### config.mk
export PLATFORM = sky130hd
export DESIGN_NAME = s20m_feedfwd
export DESIGN_NICKNAME = d
export VERILOG_FILES = /design/src/s20m_pkg.sv /design/src/s20m_feedfwd.sv
export SDC_FILE = /design/constraint.sdc
export NUM_CORES = 1
export LEC_CHECK = 0
export CAP_MARGIN = 20
export CORE_AREA = 2 2 392 394
export DETAILED_ROUTE_END_ITERATION = 16
export DIE_AREA = 0 0 394 396
export DONT_BUFFER_PORTS = 1
export GPL_ROUTABILITY_DRIVEN = 0
export PLACE_DENSITY = 0.3
export SKIP_LAST_GASP = 1
export SLEW_MARGIN = 20
export SYNTH_ARGS = -nofsm -noshare
export SYNTH_HDL_FRONTEND = slang
export SYNTH_SLANG_ARGS = --single-unit
### constraint.sdc
create_clock -name i_clk -period 6.9 [get_ports i_clk]
set_clock_uncertainty 0.2 [all_clocks]
set_input_delay 0.69 -clock i_clk [delete_from_list [all_inputs] [get_ports i_clk]]
set_output_delay 0.69 -clock i_clk [all_outputs]
set_load 0.02 [all_outputs]
### src/s20m_pkg.sv
package s20m_pkg;

    localparam int DOUBLE_ROUNDS = 4;
    localparam int N_STEPS = 8 * DOUBLE_ROUNDS;
    localparam int LATENCY = N_STEPS + 3;

    localparam int CFG_IDX_W = 8;
    localparam logic [CFG_IDX_W-1:0] REG_TGT_01 = 8'd0;
    localparam logic [CFG_IDX_W-1:0] REG_TGT_23 = 8'd1;
    localparam logic [CFG_IDX_W-1:0] REG_TGT_4 = 8'd2;

    typedef logic [31:0] t_word;
    typedef t_word [15:0] t_state;
    typedef t_word [4:0] t_feed;

    typedef struct packed {
        logic       row;
        logic [1:0] idx;
    } t_step;

    localparam logic [3:0] SALSA_POS [16] = '{
        4'd12, 4'd8, 4'd4, 4'd0, 4'd13, 4'd9, 4'd5, 4'd1,
        4'd14, 4'd10, 4'd6, 4'd2, 4'd15, 4'd11, 4'd7, 4'd3
    };

    function automatic logic [3:0] qr_pos(input logic row, input logic [1:0] q,
                                          input logic [1:0] p);
        logic [15:0] quad;
        if (!row) begin
            unique case (q)
                2'd0: quad = {4'd12, 4'd8, 4'd4, 4'd0};
                2'd1: quad = {4'd1, 4'd13, 4'd9, 4'd5};
                2'd2: quad = {4'd6, 4'd2, 4'd14, 4'd10};
                default: quad = {4'd11, 4'd7, 4'd3, 4'd15};
            endcase
        end else begin
            unique case (q)
                2'd0: quad = {4'd3, 4'd2, 4'd1, 4'd0};
                2'd1: quad = {4'd4, 4'd7, 4'd6, 4'd5};
                2'd2: quad = {4'd9, 4'd8, 4'd11, 4'd10};
                default: quad = {4'd14, 4'd13, 4'd12, 4'd15};
            endcase
        end
        return quad[p*4 +: 4];
    endfunction

    function automatic t_word rotl_step(input t_word v, input logic [1:0] idx);
        t_word r;
        unique case (idx)
            2'd0: r = {v[24:0], v[31:25]};
            2'd1: r = {v[22:0], v[31:23]};
            2'd2: r = {v[18:0], v[31:19]};
            default: r = {v[13:0], v[31:14]};
        endcase
        return r;
    endfunction

endpackage

### src/s20m_feedfwd.sv
module s20m_feedfwd (
    input  logic              i_clk,
    input  logic              i_rst_n,
    input  logic              i_vld,
    input  s20m_pkg::t_state  i_x,
    input  s20m_pkg::t_feed   i_w,
    input  s20m_pkg::t_feed   i_tgt,
    output logic              o_vld,
    output s20m_pkg::t_feed   o_sum,
    output logic              o_match
);

    logic            r_vld1;
    logic            r_vld2;
    s20m_pkg::t_feed r_sum;
    s20m_pkg::t_feed r_out;
    logic            r_match;
    s20m_pkg::t_feed n_sum;
    logic            n_match;

    always_comb begin
        for (int k = 0; k < 5; k++) begin
            n_sum[k] = i_w[k] + i_x[s20m_pkg::SALSA_POS[k]];
        end
    end

    always_comb begin
        n_match = 1'b1;
        for (int k = 0; k < 5; k++) begin
            if (r_sum[k] != i_tgt[k]) begin
                n_match = 1'b0;
            end
        end
    end

    always_ff @(posedge i_clk) begin
        if (!i_rst_n) begin
            r_vld1 <= 1'b0;
            r_vld2 <= 1'b0;
        end else begin
            r_vld1 <= i_vld;
            r_vld2 <= r_vld1;
        end
    end

    always_ff @(posedge i_clk) begin
        r_sum <= n_sum;
        r_out <= r_sum;
        r_match <= n_match;
    end

    assign o_vld = r_vld2;
    assign o_sum = r_out;
    assign o_match = r_match;

endmodule

# --- Word level (Yosys, flattened, before mapping) ---
# Cells that the tools add are included.
word_totals:
  regBits: 323
  in_bits: 835
op_classes:
  add_sub_neg: 5
  n_eq_ne: 5
  n_mux: 1
  reduce_logical: 1
op_table:
  columns: ["op", "n"]
  rows:
  - ["$add A32 B32 Y32", 5]
  - ["$ne A32 B32 Y1", 5]
  - ["$reduce_or A4 Y1", 1]
  - ["$mux W1", 1]

# --- Longest topological paths before layout ---
# Gate-level depths: netlist of run 1.
logic_depth:
  ltp_word: 2
  mapped_depth: 11
  mapped_depth_nobuf: 11

# --- Worst setup path after synthesis of run 1 ---
# OpenSTA, ideal clock, no wires.
synth_timing:
  kind: "in2reg"
  start: "in i_x[256] in the netlist's numbering"
  end: "reg r_sum[58] in the netlist's numbering"
  arrival_ns: 2.997
  t_required_ns: 6.628
  setup_slack_ns: 3.631
  stages: 11
  path_cell_list: "ha_1 fa_1 a211oi_1 o21ai_1 a31oi_1 o21ai_2 a211oi_2 o21ai_1 and2_1 a41oi_1 xnor2_1"
synth_rtl:
  columns: ["item", "line_no", "rtl"]
  rows:
  - ["start: declaration", "s20m_feedfwd.sv:5", "input s20m_pkg::t_state i_x,"]
  - ["end signal: assignment", "s20m_feedfwd.sv:47", "r_sum <= n_sum;"]
  - ["end: declaration", "s20m_feedfwd.sv:15", "s20m_pkg::t_feed r_sum;"]

==> results of run 1 <==
==> synth_stat cells (3+ instances only) <==
library cell and number:
a31oi_1 14, o21ai_1 7, o31ai_1 7, o2bb2ai_1 3, a41oi_1 5, and3_1 17
dfxtp_1 323, a211o_1 4, a2111oi_0 3, nand4_1 62, o2111ai_1 3, clkbuf_1 20
ha_1 155, o22ai_1 8, xnor2_1 236, a21oi_1 134, fa_1 5, nand3_1 25
a221o_1 4, o211ai_1 8, a21oi_2 7, nor4_1 13, nor2_1 74, a31o_2 3
nand2b_1 16, o21a_1 21, nor3_1 15, and2_1 10, o21ai_0 64, nand2_1 60
nor2b_1 14, a21boi_0 5, a221oi_1 7, a21o_1 70, o21bai_1 23, inv_1 45
xor2_1 48, a211oi_1 16, or2_2 5
==> how the worst max path moves through the flow <==
stage             start        end  slack (ns)
6_report        i_w[32]  r_sum[60]        2.18
4_1_cts         i_w[32]  r_sum[60]        2.26
5_1_grt         i_w[32]  r_sum[60]        1.95
3_3_place_gp   i_x[256]  r_sum[60]        2.11
3_5_place_dp   i_x[256]  r_sum[60]        2.12
2_1_floorplan  i_x[256]  r_sum[58]        3.63
==> per-layer routing <==
layer  share of wire, %  global-route usage, %  routed length, um
met2                 43                  19.72              44490
met1                 44                  15.74              45370
met5               0.16                      0                168
met4                2.1                  2.839               2117
met3                 11                  6.457              10920
==> metrics by stage <==
step	total power (W)	std cells
6_report	0.007170	3735
5_1_grt	0.007555	3717
4_1_cts	0.007400	3715
3_5_place_dp	0.004456	3612
3_3_place_gp	0.004477	3612
2_1_floorplan	0.003566	1597
==> where the power goes <==
group,internal (W),switching (W),leakage [nW]
registers,0.00229,0.000805,2.72
logic,0.000522,0.000743,4.08
clock network,0.00177,0.00104,0.858
total,0.00458,0.00259,7.66
==> worst max-delay path: cells and delay by family <==
| kind | cells | cell delay (ns) |
|---|---|---|
| AOI/OAI and AO/OA | 9 | 2.93 |
| adders and majority gates | 2 | 0.84 |
| buffers and inverters | 1 | 0.54 |
==> repair_timing <==
item / 4_1_cts / 5_1_grt
setup endpoints to repair: 0 / 0
endpoints found under the hold margin: 10 / 0
hold buffers: 18 / 0
==> cells by family after synthesis <==
kind of cell    Yosys count
compound gates          445
flops                   323
simple gates            318
xor+xnor                284
fa+ha+maj               160
buf+inv                  66
mux                       1
==> cell type report <==
cell class / instances / area [um^2] / share of cell area, %
clock buffer: 63 / 1379 / 6.778
clock inverter: 22 / 382.9 / 1.882
multi-input combinational: 1208 / 9130 / 44.88
inverter: 45 / 168.9 / 0.8304
tap: 2030 / 2540 / 12.49
antenna: 20 / 50.05 / 0.2460
timing repair buffer: 24 / 225.2 / 1.107
sequential: 323 / 6466 / 31.79
==> flip-flops by register name, indices dropped and copies added (netlist names) <==
name and cells:
o_sum 160, r_sum 160, o_match 1, o_vld 1, r_vld1 1
==> run_results.csv, run 1 <==
group,metric,value,unit
sta,slew_headroom,21.45,%
synth,yosysTopAreaCell,"dfxtp_1",
synth,synthTopCellsByArea,"dfxtp_1 (41%), xnor2_1 (13%), ha_1 (12%)",
grt,grt_pass1_wl,130700,um
clock_tree,cts_inserted_buffers,47,
setup_path,crit_chain,"dlygate4sd3_1, ha_1, fa_1, a211oi_1, o21ai_1, a31oi_1, o21ai_2, a211oi_1, a2111oi_0, o21ai_0, a21oi_1, a31oi_1",
cells_and_area,syn2layout_area_growth,28.44,%
synth,synth_top_area_share,40.83,%
place,port-buffer-count,0,
synth,synthMuxAreaShare,0.06320,%
worst_hold_path,hold_class,"in -> reg",
cells_and_area,final_common_cell,"dfxtp_1",
routing,wire_per_inst,27.59,um
setup_path,r2r_cells,5,
synth,avgSynthCellArea,9.917,um^2
routing,dr_total_vias,12410,
synth,yosys.area_share.simple,10.20,%
sta,fin_crit_sh,68.44,%
setup_path,start_kind,"input port",
worst_hold_path,whs_path_depth,2,
clock_tree,clock-sinks,323,
cells_and_area,mostFrequentLayoutCells,"dfxtp_1 (323), xnor2_1 (236), ha_1 (155), a21oi_1 (134), nor2_1 (74)",
synth,syn_area,15840,um^2
synth,synthesis.instances,1597,
sta,worst_slew_pin_slew,1.170,ns
clock_tree,cts.clk_slew.worst_paths,0.06,ns
floorplan,die_y,396,um
setup_path,critPathMaxFanout,5,
sta,setup_ws,2.178,ns
pwr,p_per_area,352.5,nW/um^2
synth,synth_cell_types,70,
routing,drt_iter0_drc,499,
routing,avgViaCountPerCell,3.324,
sta,max_freq,0.2118,GHz
synth,synth_ff_type,"dfxtp_1",
floorplan,die_x,394,um
run_status,status,"complete, no violations",
clock_tree,cts_buffer_depth,3,
clock_tree,cts_tree,"done",
sta,min_period,4.722,ns
clock_tree,clk-insertion-delay-late,0.60,ns
worst_hold_path,hp-start,"i_x[447]",
setup_path,slowest_delay,0.83,ns
clock_tree,h-tree-depth,2,
grt,grt_pass1_vias,13100,
cells_and_area,fill_cells,17290,
setup_path,rrSetupSlack,3.23,ns
synth,synth_top_family_by_area,"compound AO/OA/AOI/OAI gates",
setup_path,timing.rr.start,"r_sum[105]",
floorplan,rows,143,
routing,antenna_left,0,
floorplan,ios,997,
routing,route.detailed.drc,0,
place,dpl.hpwl,91410,um
cells_and_area,final_area,20340,um^2
setup_path,path_class,"in -> reg",
synth,synth_compound_area_share,18.76,%
synth,ys_ff_latch,323,
sta,finalSetupViolCount,0,
synth,seq_area_frac_synth,40.83,%
pwr,leakage,7.664,nW
cells_and_area,layout-drive-gt1-share,6.944,%
cells_and_area,final_nets,2644,
setup_path,rr_endpoint,"o_match",
setup_path,crit_path_end_kind,"flip-flop",
synth,synth_edf_count,0,
grt,gr-total-overflow,0,
pwr,ir_drop,0.1923,mV
synth,yosysWarnings,0,
routing,postRouteWirelength,103100,um
setup_path,critPathArrivalTime,5.02,ns
run,max_cap_viol_count,0,
place,placed_area,18350,um^2
synth,synth_fp_nets,2592,
synth,synthXorXnorAreaFrac,15.71,%
sta,rsz0062_at_grt,"false",
floorplan,die_area,156000,um^2
routing,drt_first_pass_iters,5,
sta,whs,0.1024,ns
synth,synth-adder-area-share,12.88,%
sta,final_max_slew_viol_count,0,
floorplan,initial_utilization,10.45,%
setup_path,cp.required,7.20,ns
synth,synthArstFlopShare,0,%
sta,setup_tns,0,ns
grt,antenna_found_initial,49,
worst_hold_path,min_to,"r_sum[159]",
clock_tree,postCtsSetupBuffers,0,
sta,hold_viol_final,0,
clock_tree,post_cts_resize_count,0,
place,post-place-ws,2.125,ns
floorplan,core,151500,um^2
cells_and_area,finish.utilization,13.42,%
setup_path,critPathSlowestCell,"a211oi_1",
grt,grt_usage,12.76,%
grt,grt_max_degree,12,
clock_tree,clockRootBuffer,"clkbuf_16",
Power figures use the tool's default switching activity.
==> inputs of run 2 (changes only) <==
Clock period 6.9 ns to 4.4 ns, I/O delays scaled along.
==> run 2 against run 1 <==
  * Hold slack got worse by 0.066 ns
  * Critical endpoint is now r_sum[159]
  * Critical path type unchanged
  * Flip-flop and latch count unchanged
  * Sequential power up 57%
==> run_results.csv, run 2 (synthesis results as in run 1) <==
group,metric,value,unit
clock_tree,cts_inserted_buffers,47,
clock_tree,cts.clk_slew.worst_paths,0.06,ns
grt,grt_max_degree,12,
sta,min_period,4.188,ns
routing,drt_first_pass_iters,4,
clock_tree,clock-sinks,323,
cells_and_area,final_nets,2900,
cells_and_area,finish.utilization,14.95,%
sta,fin_crit_sh,95.19,%
clock_tree,cts_buffer_depth,3,
setup_path,critPathArrivalTime,4.49,ns
pwr,leakage,8.653,nW
setup_path,rr_endpoint,"o_match",
cells_and_area,layout-drive-gt1-share,6.852,%
cells_and_area,final_common_cell,"dfxtp_1",
floorplan,ios,997,
run,max_cap_viol_count,0,
routing,postRouteWirelength,104900,um
worst_hold_path,whs_path_depth,3,
sta,slew_headroom,4.534,%
clock_tree,postCtsSetupBuffers,0,
setup_path,start_kind,"input port",
setup_path,critPathSlowestCell,"dlygate4sd3_1",
routing,route.detailed.drc,0,
clock_tree,h-tree-depth,2,
floorplan,die_area,156000,um^2
worst_hold_path,hp-start,"i_w[100]",
grt,grt_pass1_wl,135200,um
cells_and_area,stdcell_count,3989,
sta,hold_viol_final,0,
floorplan,initial_utilization,10.45,%
floorplan,die_x,394,um
sta,worst_slew_pin_slew,1.420,ns
setup_path,cp.required,4.70,ns
grt,gr-total-overflow,0,
setup_path,crit_chain,"dlygate4sd3_1, ha_1, a211oi_1, o21ai_0, o211ai_1, nor4bb_1, o21ai_1, a211oi_2, o21ai_0, a21oi_1, xnor2_1, dlygate4sd3_1",
clock_tree,cts_tree,"done",
clock_tree,clk-insertion-delay-late,0.62,ns
setup_path,path_class,"in -> reg",
place,placed_area,18460,um^2
sta,final_max_slew_viol_count,0,
sta,finalSetupViolCount,0,
floorplan,die_y,396,um
grt,grt_usage,13.03,%
worst_hold_path,min_to,"r_sum[100]",
routing,drt_iter0_drc,461,
cells_and_area,mostFrequentLayoutCells,"dfxtp_1 (323), dlygate4sd3_1 (259), xnor2_1 (236), ha_1 (155), a21oi_1 (134)",
setup_path,r2r_cells,6,
routing,antenna_left,0,
setup_path,cp_top_family,"compound AO/OA/AOI/OAI gates",
sta,rsz0062_at_grt,"false",
cells_and_area,final_area,22660,um^2
setup_path,rrSetupSlack,1.18,ns
place,dp_cells,3627,
sta,max_freq,0.2388,GHz
setup_path,timing.rr.start,"r_sum[123]",
floorplan,core,151500,um^2
place,port-buffer-count,0,
setup_path,crit_path_end_kind,"flip-flop",
routing,avgViaCountPerCell,3.386,
sta,setup_tns,0,ns
grt,antenna_found_initial,44,
setup_path,slowest_delay,0.60,ns
floorplan,rows,143,
pwr,ir_drop,0.2334,mV
cells_and_area,syn2layout_area_growth,43.07,%
routing,dr_total_vias,13510,
worst_hold_path,hold_class,"in -> reg",
place,dpl.hpwl,91940,um
setup_path,cp.buffers_inverters,2,
routing,wire_per_inst,26.29,um
grt,grt_pass1_vias,14340,
run_status,status,"complete, no violations",
setup_path,critPathMaxFanout,4,
clock_tree,clockRootBuffer,"clkbuf_16",
pwr,p_per_area,490.7,nW/um^2
run 2: cell count changes in the layout (fill, tap and decap cells not counted), moves of 2 or more:
cell,change
bufinv_16,-7
clkinv_4,+3
clkbuf_8,-6
clkinv_2,+8
diode_2,-2
dlygate4sd3_1,+241
buf_4,+15
run 2: layout make-up:
type | count | area [um^2]
diodes | 18 | 45.04
clock buffers | 58 | 1300
clock inverters | 27 | 247.7
fillers | 17300 | 128900
inverters | 45 | 168.9
multi-input cells | 1208 | 9141
flip-flops and latches | 323 | 6466
well taps | 2030 | 2540
repair buffers | 280 | 2750
run 2: power by group:
group          internal, W  switching (W)
logic              0.00109        0.00125
registers          0.00359        0.00126
clock network      0.00228        0.00166
total              0.00696        0.00416
run 2: per-layer routing:
layer,global-route usage [%],part of all wire [%],vias to the layer above
met5,0,0.12,-
met4,2.983,2.1,20
met3,6.218,11,105
met2,20.18,43,586
met1,16.23,44,6364
li1,-,-,6430
run 2: what timing repair did:
| item | CTS | global route |
|---|---|---|
| resized for setup | 0 | 2 |
| endpoints found under the setup margin | 0 | 3 |
| endpoints found under the hold margin | 117 | 0 |
| hold buffers | 259 | 0 |
run 2: tightest hold or removal path: stages:
cell      delay [ns]
ha_1            0.16
a211oi_1        0.06
nor2_1          0.14
run 2: how the worst max path moves through the flow:
stage,start,endpoint,slack [ns],depth (start not counted)
after CTS,i_w[32],r_sum[60],0.01,12
after floorplan,i_x[256],r_sum[58],1.38,11
after global placement,i_x[256],r_sum[60],-0.15,11
final,i_w[129],r_sum[159],0.21,12
after global routing,i_w[129],r_sum[159],0.08,12
after detailed placement,i_x[256],r_sum[60],-0.13,11
run 2: stage by stage:
stage / hold WS [ns] / total power [W] / worst slack, ns
after global placement: 0.1538 / 0.007057 / -0.1508
after detailed placement: 0.1564 / 0.007021 / -0.1300
after global routing: 0.02314 / 0.01176 / 0.07697
after floorplan: 0.1308 / 0.005592 / 1.381
final: 0.03640 / 0.01112 / 0.2116
after CTS: 0.0002359 / 0.01148 / 0.01278
